[config.mk]
export PLATFORM = sky130hd
export DESIGN_NAME = rail_accessory_frame_decoder
export DESIGN_NICKNAME = d
export VERILOG_FILES = /design/src/rtl/rafd_pkg.sv /design/src/rtl/rafd_csr.sv /design/src/rtl/rafd_engine.sv /design/src/rtl/rafd_out_buf.sv /design/src/rtl/rail_accessory_frame_decoder.sv
export SDC_FILE = /design/constraint.sdc
export NUM_CORES = 1
export LEC_CHECK = 0
export BUFFER_PORTS_ARGS = -buffer_cell sky130_fd_sc_hd__buf_2
export CORE_MARGIN = 10
export CORE_UTILIZATION = 40
export DETAILED_ROUTE_END_ITERATION = 6
export SYNTH_ARGS = -nofsm -noshare
export SYNTH_HDL_FRONTEND = slang
export SYNTH_SLANG_ARGS = --single-unit
[constraint.sdc]
create_clock -name clock -period 15.67 [get_ports clock]
set_input_delay 3.134 -clock clock [delete_from_list [all_inputs] [get_ports clock]]
set_output_delay 3.134 -clock clock [all_outputs]
set_load 0.01 [all_outputs]
[src/rtl/rafd_pkg.sv]
// ---------------------------------------------------------------------------
// rafd_pkg
// Shared types, codes and helper functions for the accessory frame decoder.
// ---------------------------------------------------------------------------
`default_nettype none

package rafd_pkg;

   localparam int FRAME_BITS = 18;
   localparam int COUNT_W    = 5;
   localparam int ADDR_W     = 8;
   localparam int FUNC_W     = 2;
   localparam int DATA_W     = 8;
   localparam int CSR_IDX_W  = 3;
   localparam int CSR_DATA_W = 8;

   localparam logic [7:0] SHORT_LIMIT_RST = 8'd40;
   localparam logic [7:0] LONG_LOW_RST    = 8'd70;
   localparam logic [7:0] LONG_HIGH_RST   = 8'd130;

   // Line event codes
   typedef enum logic [1:0] {
      MODE_EDGE  = 2'd0,
      MODE_GAP   = 2'd1,
      MODE_HOLD  = 2'd2,
      MODE_SPARE = 2'd3
   } mode_type;

   // Configuration register indexes
   typedef enum logic [CSR_IDX_W-1:0] {
      CSR_SHORT_LIMIT    = 3'd0,
      CSR_LONG_LOW       = 3'd1,
      CSR_LONG_HIGH      = 3'd2,
      CSR_SWITCH_ADDRESS = 3'd3,
      CSR_SWITCH_DATA    = 3'd4
   } csr_index_type;

   // Decoded configuration seen by the frame engine
   typedef struct packed {
      logic [7:0]        short_limit;
      logic [7:0]        long_low;
      logic [7:0]        long_high;
      logic [ADDR_W-1:0] own_address;
      logic [DATA_W-1:0] own_data;
   } cfg_type;

   // One result transaction
   typedef struct packed {
      logic              drive_on;
      logic              restart_hold;
      logic              frame_done;
      logic              frame_confirmed;
      logic [ADDR_W-1:0] rx_address;
      logic [FUNC_W-1:0] rx_function;
      logic [DATA_W-1:0] rx_data;
   } rsp_type;

   // Ternary switch value to address: digits 0,1,2 map to 00,11,10, low digit
   // lands in the top bits. Divide by 3 through x*43 >> 7, exact below 128.
   function automatic logic [ADDR_W-1:0] own_address_f(input logic [5:0] sw);
      logic [5:0]        rest;
      logic [12:0]       prod;
      logic [5:0]        quot;
      logic [5:0]        rem6;
      logic [ADDR_W-1:0] acc;
      rest = sw;
      acc  = '0;
      for (int i = 0; i < 4; i++) begin
         prod = 13'(rest) * 13'd43;
         quot = prod[12:7];
         rem6 = rest - (quot + {quot[4:0], 1'b0});
         acc  = {acc[ADDR_W-3:0], 2'b00};
         if (rem6 == 6'd1) begin
            acc[1:0] = 2'b11;
         end else if (rem6 == 6'd2) begin
            acc[1:0] = 2'b10;
         end
         rest = quot;
      end
      return acc;
   endfunction

   function automatic logic [DATA_W-1:0] own_data_f(input logic [2:0] sw);
      return {sw[2], sw[2], sw[1], sw[1], sw[0], sw[0], 2'b11};
   endfunction

endpackage

`default_nettype wire

[src/rtl/rafd_csr.sv]
// ---------------------------------------------------------------------------
// rafd_csr
// Configuration registers and derived own address / own data word.
// ---------------------------------------------------------------------------
`default_nettype none

module rafd_csr
   import rafd_pkg::*;
(
   input  wire logic                  clock,
   input  wire logic                  reset,
   input  wire logic                  wr_en,
   input  wire logic [CSR_IDX_W-1:0]  wr_index,
   input  wire logic [CSR_DATA_W-1:0] wr_data,
   output cfg_type                    cfg
);

   logic [7:0] short_limit_ff, short_limit_in;
   logic [7:0] long_low_ff,    long_low_in;
   logic [7:0] long_high_ff,   long_high_in;
   logic [5:0] sw_addr_ff,     sw_addr_in;
   logic [2:0] sw_data_ff,     sw_data_in;

   always_comb begin
      short_limit_in = short_limit_ff;
      long_low_in    = long_low_ff;
      long_high_in   = long_high_ff;
      sw_addr_in     = sw_addr_ff;
      sw_data_in     = sw_data_ff;
      if (wr_en) begin
         unique case (wr_index)
            CSR_SHORT_LIMIT:    short_limit_in = wr_data;
            CSR_LONG_LOW:       long_low_in    = wr_data;
            CSR_LONG_HIGH:      long_high_in   = wr_data;
            CSR_SWITCH_ADDRESS: sw_addr_in     = wr_data[5:0];
            CSR_SWITCH_DATA:    sw_data_in     = wr_data[2:0];
            default: ;
         endcase
      end
   end

   always_ff @(posedge clock) begin
      if (reset) begin
         short_limit_ff <= SHORT_LIMIT_RST;
         long_low_ff    <= LONG_LOW_RST;
         long_high_ff   <= LONG_HIGH_RST;
         sw_addr_ff     <= '0;
         sw_data_ff     <= '0;
      end else begin
         short_limit_ff <= short_limit_in;
         long_low_ff    <= long_low_in;
         long_high_ff   <= long_high_in;
         sw_addr_ff     <= sw_addr_in;
         sw_data_ff     <= sw_data_in;
      end
   end

   assign cfg.short_limit = short_limit_ff;
   assign cfg.long_low    = long_low_ff;
   assign cfg.long_high   = long_high_ff;
   assign cfg.own_address = own_address_f(sw_addr_ff);
   assign cfg.own_data    = own_data_f(sw_data_ff);

endmodule

`default_nettype wire

[src/rtl/rafd_engine.sv]
// ---------------------------------------------------------------------------
// rafd_engine
// Input register, bit decode, frame assembly, confirmation and output level.
// ---------------------------------------------------------------------------
`default_nettype none

module rafd_engine
   import rafd_pkg::*;
(
   input  wire logic       clock,
   input  wire logic       reset,
   input  wire cfg_type    cfg,
   input  wire logic       in_valid,
   output logic            in_stall,
   input  wire logic [1:0] in_mode,
   input  wire logic       in_line_low,
   input  wire logic [7:0] in_elapsed,
   output logic            push,
   input  wire logic       push_ok,
   output rsp_type         push_rsp
);

   logic                  in_valid_ff, in_valid_in;
   mode_type              mode_ff;
   logic                  line_low_ff;
   logic [7:0]            elapsed_ff;
   logic [COUNT_W-1:0]    bit_count_ff, bit_count_in;
   logic [FRAME_BITS-1:0] shift_ff, shift_in;
   logic [FRAME_BITS-1:0] prev_ff, prev_in;
   logic                  active_ff, active_in;

   logic                  take;
   logic                  have_bit;
   logic                  bit_val;
   logic [FRAME_BITS-1:0] shifted;
   logic [COUNT_W-1:0]    count_inc;
   logic                  complete;
   logic                  confirmed;
   logic                  own_match;

   assign take     = in_valid && !in_stall;
   assign push     = in_valid_ff && push_ok;
   assign in_stall = in_valid_ff && !push_ok;

   always_comb begin
      in_valid_in = in_valid_ff;
      if (take) begin
         in_valid_in = 1'b1;
      end else if (push) begin
         in_valid_in = 1'b0;
      end
   end

   always_ff @(posedge clock) begin
      if (reset) begin
         in_valid_ff <= 1'b0;
      end else begin
         in_valid_ff <= in_valid_in;
      end
   end

   always_ff @(posedge clock) begin
      if (take) begin
         mode_ff     <= mode_type'(in_mode);
         line_low_ff <= in_line_low;
         elapsed_ff  <= in_elapsed;
      end
   end

   // Bit windows
   always_comb begin
      have_bit = 1'b0;
      bit_val  = 1'b0;
      if (elapsed_ff < cfg.short_limit) begin
         have_bit = 1'b1;
      end else if ((elapsed_ff > cfg.long_low) && (elapsed_ff < cfg.long_high)) begin
         have_bit = 1'b1;
         bit_val  = 1'b1;
      end
   end

   assign shifted   = {shift_ff[FRAME_BITS-2:0], bit_val};
   assign count_inc = bit_count_ff + COUNT_W'(1);
   assign complete  = (mode_ff == MODE_EDGE) && line_low_ff && have_bit
                      && (count_inc >= COUNT_W'(FRAME_BITS));
   assign confirmed = complete && (shifted == prev_ff);
   assign own_match = (shifted[FRAME_BITS-1 -: ADDR_W] == cfg.own_address)
                      && (shifted[DATA_W +: FUNC_W] == '0);

   always_comb begin
      bit_count_in = bit_count_ff;
      shift_in     = shift_ff;
      prev_in      = prev_ff;
      active_in    = active_ff;
      push_rsp     = '0;
      unique case (mode_ff)
         MODE_EDGE: begin
            if (line_low_ff && have_bit) begin
               if (complete) begin
                  bit_count_in = '0;
                  shift_in     = '0;
                  if (!confirmed) begin
                     prev_in = shifted;
                  end else if (own_match) begin
                     if (shifted[DATA_W-1:0] == cfg.own_data) begin
                        active_in             = 1'b1;
                        push_rsp.restart_hold = 1'b1;
                     end else if (shifted[1:0] == 2'b00) begin
                        active_in = 1'b0;
                     end
                  end
               end else begin
                  bit_count_in = count_inc;
                  shift_in     = shifted;
               end
            end
         end
         MODE_GAP: begin
            bit_count_in = '0;
            shift_in     = '0;
         end
         MODE_HOLD: begin
            active_in = 1'b0;
         end
         MODE_SPARE: ;
         default: ;
      endcase
      push_rsp.drive_on        = active_in;
      push_rsp.frame_done      = complete;
      push_rsp.frame_confirmed = confirmed;
      if (complete) begin
         push_rsp.rx_address  = shifted[FRAME_BITS-1 -: ADDR_W];
         push_rsp.rx_function = shifted[DATA_W +: FUNC_W];
         push_rsp.rx_data     = shifted[DATA_W-1:0];
      end
   end

   // Decoder state advances only when the transaction moves on
   always_ff @(posedge clock) begin
      if (reset) begin
         bit_count_ff <= '0;
         shift_ff     <= '0;
         prev_ff      <= '0;
         active_ff    <= 1'b0;
      end else if (push) begin
         bit_count_ff <= bit_count_in;
         shift_ff     <= shift_in;
         prev_ff      <= prev_in;
         active_ff    <= active_in;
      end
   end

endmodule

`default_nettype wire

[src/rtl/rafd_out_buf.sv]
// ---------------------------------------------------------------------------
// rafd_out_buf
// Two-entry result buffer between the frame engine and the result channel.
// ---------------------------------------------------------------------------
`default_nettype none

module rafd_out_buf
   import rafd_pkg::*;
(
   input  wire logic    clock,
   input  wire logic    reset,
   input  wire logic    push,
   input  wire rsp_type push_rsp,
   output logic         push_ok,
   output logic         out_valid,
   input  wire logic    out_stall,
   output rsp_type      out_rsp
);

   rsp_type    slot_ff [2];
   logic       head_ff, head_in;
   logic       tail_ff, tail_in;
   logic [1:0] count_ff, count_in;
   logic       pop;

   assign out_valid = (count_ff != 2'd0);
   assign push_ok   = (count_ff != 2'd2);
   assign pop       = out_valid && !out_stall;
   assign out_rsp   = slot_ff[head_ff];

   always_comb begin
      head_in  = head_ff;
      tail_in  = tail_ff;
      count_in = count_ff;
      if (push) begin
         tail_in = ~tail_ff;
      end
      if (pop) begin
         head_in = ~head_ff;
      end
      if (push && !pop) begin
         count_in = count_ff + 2'd1;
      end else if (pop && !push) begin
         count_in = count_ff - 2'd1;
      end
   end

   always_ff @(posedge clock) begin
      if (reset) begin
         head_ff  <= 1'b0;
         tail_ff  <= 1'b0;
         count_ff <= 2'd0;
      end else begin
         head_ff  <= head_in;
         tail_ff  <= tail_in;
         count_ff <= count_in;
      end
   end

   always_ff @(posedge clock) begin
      if (push) begin
         slot_ff[tail_ff] <= push_rsp;
      end
   end

endmodule

`default_nettype wire

[src/rtl/rail_accessory_frame_decoder.sv]
// ---------------------------------------------------------------------------
// rail_accessory_frame_decoder
// Accessory decoder for a model railway track signal: line events become
// bits, bits become 18-bit frames, repeated frames switch the output.
// ---------------------------------------------------------------------------
//
//  Channel  Direction  Handshake            Payload
//  req_     in         req_valid/req_stall  mode, line_low, elapsed
//  rsp_     out        rsp_valid/rsp_stall  drive_on, restart_hold, frame_done,
//                                           frame_confirmed, rx_address,
//                                           rx_function, rx_data
//  csr_     in         csr_valid/csr_ready  csr_index, csr_data
//
//  Every request transaction yields exactly one response transaction.
//  Requests pass through the input register and then the result buffer.
//  One transaction per cycle is sustained while rsp_stall is low; the decode
//  path from the input register to the result buffer is combinational.
//  reset is synchronous, active high; it clears the frame state, the output
//  level and restores the register defaults.
//  A two-entry result buffer keeps requests flowing while a response waits;
//  req_stall rises only when that buffer is full and the input register holds.
//  csr_ready is always high; write registers only while the block is idle.
// ---------------------------------------------------------------------------
`default_nettype none

module rail_accessory_frame_decoder
   import rafd_pkg::*;
(
   input  wire logic                  clock,
   input  wire logic                  reset,

   input  wire logic                  req_valid,
   output logic                       req_stall,
   input  wire logic [1:0]            req_mode,
   input  wire logic                  req_line_low,
   input  wire logic [7:0]            req_elapsed,

   output logic                       rsp_valid,
   input  wire logic                  rsp_stall,
   output logic                       rsp_drive_on,
   output logic                       rsp_restart_hold,
   output logic                       rsp_frame_done,
   output logic                       rsp_frame_confirmed,
   output logic [ADDR_W-1:0]          rsp_rx_address,
   output logic [FUNC_W-1:0]          rsp_rx_function,
   output logic [DATA_W-1:0]          rsp_rx_data,

   input  wire logic                  csr_valid,
   output logic                       csr_ready,
   input  wire logic [CSR_IDX_W-1:0]  csr_index,
   input  wire logic [CSR_DATA_W-1:0] csr_data
);

   cfg_type cfg;
   rsp_type push_rsp;
   rsp_type out_rsp;
   logic    push;
   logic    push_ok;

   // Register writes are always taken
   assign csr_ready = 1'b1;

   rafd_csr u_csr (
      .clock    (clock),
      .reset    (reset),
      .wr_en    (csr_valid && csr_ready),
      .wr_index (csr_index),
      .wr_data  (csr_data),
      .cfg      (cfg)
   );

   // Decode the event and advance frame state when its result can be stored
   rafd_engine u_engine (
      .clock       (clock),
      .reset       (reset),
      .cfg         (cfg),
      .in_valid    (req_valid),
      .in_stall    (req_stall),
      .in_mode     (req_mode),
      .in_line_low (req_line_low),
      .in_elapsed  (req_elapsed),
      .push        (push),
      .push_ok     (push_ok),
      .push_rsp    (push_rsp)
   );

   // Hold results until the response side takes them
   rafd_out_buf u_out_buf (
      .clock     (clock),
      .reset     (reset),
      .push      (push),
      .push_rsp  (push_rsp),
      .push_ok   (push_ok),
      .out_valid (rsp_valid),
      .out_stall (rsp_stall),
      .out_rsp   (out_rsp)
   );

   assign rsp_drive_on        = out_rsp.drive_on;
   assign rsp_restart_hold    = out_rsp.restart_hold;
   assign rsp_frame_done      = out_rsp.frame_done;
   assign rsp_frame_confirmed = out_rsp.frame_confirmed;
   assign rsp_rx_address      = out_rsp.rx_address;
   assign rsp_rx_function     = out_rsp.rx_function;
   assign rsp_rx_data         = out_rsp.rx_data;

endmodule

`default_nettype wire
==> results of run 1 <==
==> where the power goes <==
group          leakage (nW)  switching (W)  internal (W)
clock network         0.290       0.000162      0.000238
logic                  2.94      0.0000912     0.0000746
registers              1.16      0.0000188      0.000387
total                  4.39       0.000272      0.000699
==> per-stage QoR <==
step / std cells / area, um^2 / setup slack, ps
final: 1217 / 9849 / 2151
after global routing: 1217 / 9849 / 978.4
after CTS: 1217 / 9849 / 2077
after detailed placement: 1185 / 9258 / 2102
after global placement: 1185 / 9258 / 2539
after floorplan: 883 / 8756 / 3730
==> metal layers <==
metal | GRT usage [%] | vias up | share of wire [%]
met1 | 17.21 | 2983 | 48
met5 | 0 | - | 0
met4 | 3.520 | 0 | 1.1
met3 | 2.980 | 19 | 4.3
met2 | 21.54 | 105 | 46
li1 | - | 3210 | -
==> flip-flops by register name, indices dropped and copies added (netlist names), 5 cells and up, named ones only <==
| signal | count |
|---|---|
| u_csr.sw_addr_ff | 6 |
| u_engine.elapsed_ff | 8 |
| u_csr.long_high_ff | 8 |
| u_engine.shift_ff | 17 |
| u_out_buf.slot_ff | 44 |
| u_csr.short_limit_ff | 8 |
| u_csr.long_low_ff | 8 |
| u_engine.prev_ff | 18 |
| u_engine.bit_count_ff | 5 |
==> cells in the final DEF, fill, tap and decap left out, types with 5 or more instances in the layout <==
cell       count
ha_1         106
nor2_1        96
dfxtp_1       80
inv_1         79
edfxtp_1      55
buf_2         50
nand2_1       49
mux2i_1       42
a21oi_1       30
xor2_1        26
mux2_2        24
a22oi_1       22
and2_1        21
nand3_1       17
clkbuf_16     17
nor2b_1       16
xnor2_1       16
o21ai_0       15
fa_1          15
nand2b_1      12
nor3_1        11
a21o_1        10
a211o_1        8
nand3b_1       6
nor4_1         6
nor3b_1        5
and3_1         5
clkinv_4       5
inv_6          5
==> area by class of cell <==
class,count,area [um^2],area share (%)
Clock buffer,17,425.4,4.319
Clock inverter,15,166.4,1.690
Inverter,79,296.5,3.011
Multi-Input combinational cell,637,5077,51.55
Sequential cell,135,3253,33.03
Tap cell,280,350.3,3.557
Timing Repair Buffer,54,280.3,2.846
==> cell families after synthesis <==
group	synth area share, %
compound gates	11.30
xor+xnor	4.201
fa+ha+maj	18.58
buf+inv	4.930
flops	37.15
mux	7.888
other cells	0.04283
simple gates	15.90
==> tightest hold or removal path: stages, from the launching register on <==
cell and delay [ps]:
dfxtp_1 300, nand2_1 50, a21oi_1 50
==> worst min path at each step <==
stage / end / cells past startpoint / startpoint / slack, ps
global placement: u_csr.short_limit_ff[7]$_SDFFE_PP0P_ / 2 / u_csr.short_limit_ff[7]$_SDFFE_PP0P_ / 440
floorplan: u_csr.long_low_ff[3]$_SDFFE_PP0P_ / 2 / u_csr.long_low_ff[3]$_SDFFE_PP0P_ / 440
CTS: u_csr.short_limit_ff[1]$_SDFFE_PP0P_ / 2 / u_csr.short_limit_ff[1]$_SDFFE_PP0P_ / 460
global route: u_csr.short_limit_ff[7]$_SDFFE_PP0P_ / 2 / u_csr.short_limit_ff[7]$_SDFFE_PP0P_ / 480
finish: u_csr.short_limit_ff[1]$_SDFFE_PP0P_ / 2 / u_csr.short_limit_ff[1]$_SDFFE_PP0P_ / 450
detailed placement: u_csr.short_limit_ff[1]$_SDFFE_PP0P_ / 2 / u_csr.short_limit_ff[1]$_SDFFE_PP0P_ / 450
==> synthesized netlist by cell type, drive strengths merged (3+ instances only) <==
cell type	n	area share [%]
nor2b	16	1.1
edfxtp	55	19
inv	79	3.4
o21a	4	0.34
nor4	6	0.43
a22oi	23	2.1
nand3b	6	0.51
and3	5	0.36
ha	106	15
mux2	24	3.1
a21o	10	0.86
o211a	4	0.46
and4	3	0.31
fa	15	3.4
a221oi	3	0.44
xnor2	16	1.6
mux2i	42	4.8
a211o	8	0.80
nand4b	3	0.30
and2	21	1.5
nand2	49	2.1
o31ai	4	0.34
nor4b	3	0.30
and4b	4	0.46
nor3	11	0.63
buf	7	0.47
dfxtp	80	18
or3	4	0.29
nand2b	12	0.86
nor3b	5	0.43
xor2	26	2.6
clkbuf	25	1.1
a2111oi	3	0.30
nand4	3	0.21
a21oi	32	2.0
o21ai	18	1.1
nor2	97	4.2
nand3	17	0.97
==> summary.txt, run 1 <==
Worst setup path
  – WP depth: 52
  – R2r setup slk: 2150 ps
  – WP data arrival: roughly 14,000 ps
  – Slowest cell on the critical path: xor2_1
  – Cell mode on critical path: ha_1
  – Crit path buf inv count: 9
  – CP max FO: 15
  – Critical Path Source Type: register
  – Required @ worst endpoint: 15,840 ps
  – R2R depth: between 50 and 60
  – CP max stage delay: approximately 900 ps
  – Crit path max-delay family: adder cells
  – RR Endpoint: u_out_buf.slot_ff[0][21]$_DFFE_PP_
  – Reg-to-Reg Start: u_csr.sw_addr_ff[1]$_SDFFE_PP0P_
  – CP Capture Type: register
  – Critical path class: register to register
  – Worst Setup EP: u_out_buf.slot_ff[0][21]$_DFFE_PP_
  – Critical path origin: u_csr.sw_addr_ff[1]$_SDFFE_PP0P_

Power
  – PwrDens: between 90 and 100 mW/mm^2
  – Max VDD drop: 86.33 uV
  – Leak: around 4.4 nW
  – Total power draw: slightly below 0.001 W

Place
  – PortBufs: 50
  – Hpwl dp: approximately 13 mm
  – GPL Wtd Cong: 0.8192

STA
  – Hold WS: ~450 ps
  – F_max: roughly 0.074 GHz
  – Final hold violations: 0
  – Fin crit period: around 14,000 ps
  – Worst Skew: 8.270 ps
  – Slew of the pin with the lowest slew margin: between 1000 and 1500 ps
  – Relative slew slack: a little under a quarter
  – RSZ-0062 raised after global routing: false
  – Setup Viol. Count Final: 0
  – Setup TNS: 0 ps
  – Final Max Tran Viols: 0
  – Final Cycle Share: 86.27%

Synthesis
  – Cell area after synthesis: a little under 0.009 mm^2
  – Async SR Flop Fraction: 0%
  – Cells after Synth: around 900
  – Ys flop type: dfxtp_1
  – Number of synthesized register bits: roughly 140
  – Synth cell types: 76
  – Syn avg cell area: roughly 9.9 um^2
  – Syn Nets: about 1,000
  – Post-synthesis sequential area ratio: a little under two fifths
  – Yosys warns: 0
  – Post-synth EDFFs: 55

Clocking
  – CTS Buf Count: 17
  – Worst-Skew Late Latency: around 420 ps
  – Post-CTS setup buffer count: 0
  – CTS clk-pin slew, worst paths: 60 ps
  – Deepest clock path buffer count: 2
  – # hold bufs at CTS: 0
  – Post-CTS sizing: 0
  – Clock root cell: clkbuf_16
  – CTS sink count: between 100 and 150
  – CTS tree: yes
  – H-tree levels: 4

Cells and area
  – NumNets Final: around 1,100
  – Syn-to-layout area delta: 12.49%
  – Ant diodes: 0
  – Final design utilization: around 45%
  – Layout cells sized above 1: about an eighth
  – Fillers: between 2,000 and 2,500

Drt
  – Avg WL per Cell: roughly 15 um
  – DR pass1 iterations: 5
  – Vias: about 6,300
  – Final wirelength: roughly 18 mm
  – 1st-iter DRT viols: 359
  – Via density: ~5.2
  – DRC: 0
  – Antenna-violating nets left: 0

Floorplanning
  – Die Y: around 170 um
  – Die Wd: roughly 170 um
  – Rows: 54
  – Starting density of the core: about 40%
  – Core ar.: between 0.02 and 0.025 mm^2
  – Ports: between 50 and 60
  – Die Area: between 0.02 and 0.03 mm^2

Run
  – MaxCap Viol Count: 0

Global route
  – GR Util All Layers: 13.21%
  – Initial antenna violation count: 0
  – Largest net degree at the start of global routing: 82
  – Vias in the first global route: about 6,300
  – Grt total ovfl: 0
  – First-pass GRT wire length: 31.15 mm

Worst hold path
  – HP Class: register to register

Status
  – Status: finished, final reports clean
(Power assumes the default switching activity.)
==> run 2: changes to the inputs <==
--- a/config.mk
+++ b/config.mk
@@ -5,6 +5,7 @@
 export SDC_FILE = /design/constraint.sdc
 export NUM_CORES = 1
 export LEC_CHECK = 0
+export ABC_AREA = 1
 export BUFFER_PORTS_ARGS = -buffer_cell sky130_fd_sc_hd__buf_2
 export CORE_MARGIN = 10
 export CORE_UTILIZATION = 40
==> constraint.sdc (replaced) <==
create_clock -name clock -period 15.67 [get_ports clock]
set_input_delay 0.7835 -clock clock [delete_from_list [all_inputs] [get_ports clock]]
set_output_delay 0.7835 -clock clock [all_outputs]
set_load 0.01 [all_outputs]
==> run 2 against run 1 <==
  * Worst hold slack improved by 2.1 ps
  * Non-clock buffer count increased by 1
  * First-iteration DRC count decreased by 37%
  * Global-route usage decreased by 0.41 points
  * Setup slack improved by 2000 ps
  * Combinational power increased by 2%
  * Cell count increased by 9.4%
  * Flip-flop and latch count unchanged
  * Largest power group is now clock
==> summary.txt, run 2 <==
Status
  – Status: finished, final reports clean

Global route
  – First-pass GRT wire length: about 30 mm
  – GR Util All Layers: approximately 13%
  – Largest net degree at the start of global routing: 42
  – Initial antenna violation count: 0
  – Grt total ovfl: 0
  – Vias in the first global route: around 6,400

Clocking
  – Deepest clock path buffer count: 2
  – CTS tree: yes
  – CTS clk-pin slew, worst paths: about 60 ps
  – Worst-Skew Late Latency: around 420 ps
  – CTS sink count: 135
  – Post-CTS setup buffer count: 0
  – Post-CTS sizing: 0
  – CTS Buf Count: 17
  – # hold bufs at CTS: 0
  – H-tree levels: 4
  – Clock root cell: clkbuf_16

Worst setup path
  – Critical path class: register to register
  – Crit path buf inv count: 14
  – WP data arrival: 11,650 ps
  – Required @ worst endpoint: 15,840 ps
  – Slowest cell on the critical path: fa_1
  – CP max FO: 8
  – Cell mode on critical path: inv_1
  – Critical Path Source Type: register
  – R2r setup slk: 4190 ps
  – Crit path max-delay family: adder cells
  – CP Capture Type: register
  – CP max stage delay: around 540 ps

Cells and area
  – Biggest regs: u_out_buf.slot_ff x44, u_engine.prev_ff x18, u_engine.shift_ff x17
  – Fillers: 2,104
  – NumNets Final: roughly 1,200
  – Most frequent cells in the layout: 154 x inv_1, 127 x nand2_1, 106 x ha_1, 93 x a21oi_1, 80 x dfxtp_1
  – Commonest non-fill, non-tap cell in the layout: inv_1
  – Syn-to-layout area delta: 13.31%
  – Top reg by flops: u_out_buf.slot_ff
  – Ant diodes: 0
  – Layout cells sized above 1: 13.92%
  – Max FFs per register: between 40 and 50

STA
  – Setup TNS: 0 ps
  – Fin crit period: about 11,000 ps
  – RSZ-0062 raised after global routing: false
  – Final hold violations: 0
  – Final Max Tran Viols: 0
  – Relative slew slack: ~30%
  – F_max: between 0.08 and 0.09 GHz
  – Worst Skew: approximately 12 ps
  – Hold WS: 454.1 ps
  – Setup Viol. Count Final: 0
  – Slew of the pin with the lowest slew margin: about 1100 ps
  – Final Cycle Share: between 70% and 80%

Synthesis
  – Most common cell in the synthesized netlist: inv_1
  – Yosys warns: 0
  – Syn Nets: ~1,100
  – Cell area after synthesis: 0.008579 mm^2
  – Post-synth EDFFs: 55
  – Ys flop type: dfxtp_1
  – Cells after Synth: 992
  – Syn avg cell area: 8.649 um^2
  – Synth area leader: edfxtp_1
  – Area contributors post-synth: edfxtp_1 19%, dfxtp_1 19%, ha_1 15%, inv_1 6.7%, nand2_1 5.6%
  – Synth cell types: 46
  – Post-synthesis sequential area ratio: 37.92%
  – Synth cell count leaders: 154 x inv_1, 127 x nand2_1, 106 x ha_1
  – Number of synthesized register bits: 135
  – Post-synth top area share: about a fifth
  – Async SR Flop Fraction: 0%

Floorplanning
  – Rows: 53
  – Die Area: about 0.028 mm^2
  – Core ar.: 0.02109 mm^2
  – Die Y: roughly 170 um
  – Starting density of the core: approximately two fifths
  – Ports: 52
  – Die Wd: ~170 um

Drt
  – Avg WL per Cell: roughly 13 um
  – DRC: 0
  – Vias: about 6,400
  – Antenna-violating nets left: 0
  – 1st-iter DRT viols: about 230
  – Via density: 4.822
  – Final wirelength: about 18 mm
  – DR pass1 iterations: 4

Power
  – Leak: ~4.5 nW
  – Max VDD drop: 79.66 uV
  – PwrDens: ~100 mW/mm^2

Place
  – Hpwl dp: 13.41 mm
  – GPL Wtd Cong: roughly 0.83
  – PortBufs: 50

Worst hold path
  – HP Class: register to register

Run
  – MaxCap Viol Count: 0
run 2: final cells by class:
type | count | area, um^2 | share of cell area (%)
Multi-Input combinational cell | 672 | 4626 | 47.58
Sequential cell | 135 | 3253 | 33.46
Inverter | 162 | 608.1 | 6.255
Clock buffer | 18 | 429.2 | 4.414
Tap cell | 275 | 344.1 | 3.539
Timing Repair Buffer | 55 | 287.8 | 2.960
Clock inverter | 14 | 173.9 | 1.789
run 2: path summary, 6_finish.rpt:
check | endpoint | depth (start not counted) | from
hold reg to reg | u_out_buf.head_ff$_SDFFE_PP0P_ | 1 | u_out_buf.head_ff$_SDFFE_PP0P_
hold / removal | u_out_buf.head_ff$_SDFFE_PP0P_ | 1 | u_out_buf.head_ff$_SDFFE_PP0P_
setup reg to reg | u_out_buf.slot_ff[0][21]$_DFFE_PP_ | 60 | u_csr.sw_addr_ff[1]$_SDFFE_PP0P_
setup / recovery | u_out_buf.slot_ff[0][21]$_DFFE_PP_ | 60 | u_csr.sw_addr_ff[1]$_SDFFE_PP0P_
run 2: cells by family after synthesis:
| group | share of synthesized area [%] |
|---|---|
| AND/OR/NAND/NOR | 16.07 |
| AO/OA/AOI/OAI | 12.02 |
| buffers and inverters | 8.225 |
| flip-flops | 37.92 |
| adder cells (fa/ha/maj) | 18.96 |
| XOR/XNOR | 3.879 |
| multiplexers | 2.888 |
| other | 0.04371 |
run 2: per-stage QoR:
stage / cells / power [W] / area, um^2 / util [%] / setup WS [ps]
6_report: 1331 / 0.0009770 / 9722 / 46.10 / 4192
5_1_grt: 1331 / 0.001030 / 9722 / 46.10 / 3254
3_3_place_gp: 1299 / 0.0005806 / 9119 / 43.24 / 4537
4_1_cts: 1331 / 0.0009904 / 9722 / 46.10 / 4190
3_5_place_dp: 1299 / 0.0005831 / 9119 / 43.24 / 4236
2_1_floorplan: 992 / 0.0005296 / 8579 / - / 5164
run 2: power breakdown:
| group | leakage, nW | switching [W] | internal, W | total [W] |
|---|---|---|---|---|
| Clock | 0.280 | 0.000154 | 0.000251 | 0.000405 |
| Combinational | 3.04 | 0.0000990 | 0.0000709 | 0.000170 |
| Sequential | 1.19 | 0.0000155 | 0.000387 | 0.000402 |
| Total | 4.50 | 0.000268 | 0.000709 | 0.000977 |
run 2: worst reg2reg max path, delay by kind of cell, from the launching register on:
| kind | cells | cell delay (ps) |
|---|---|---|
| DFF | 1 | 500 |
| xor gates and xnor gates | 4 | 720 |
| AOI/OAI and AO/OA | 10 | 1850 |
| and+or+nand+nor | 17 | 1650 |
| adders and majority gates | 15 | 5310 |
| buffers and inverters | 14 | 1180 |
run 2: metal layers:
layer | vias to the layer above | GRT usage (%) | part of all wire, %
met5 | - | 0 | 0
li1 | 3405 | - | -
met1 | 2912 | 16.73 | 51
met3 | 12 | 2.989 | 3.5
met2 | 89 | 20.62 | 45
met4 | 0 | 3.704 | 1.0
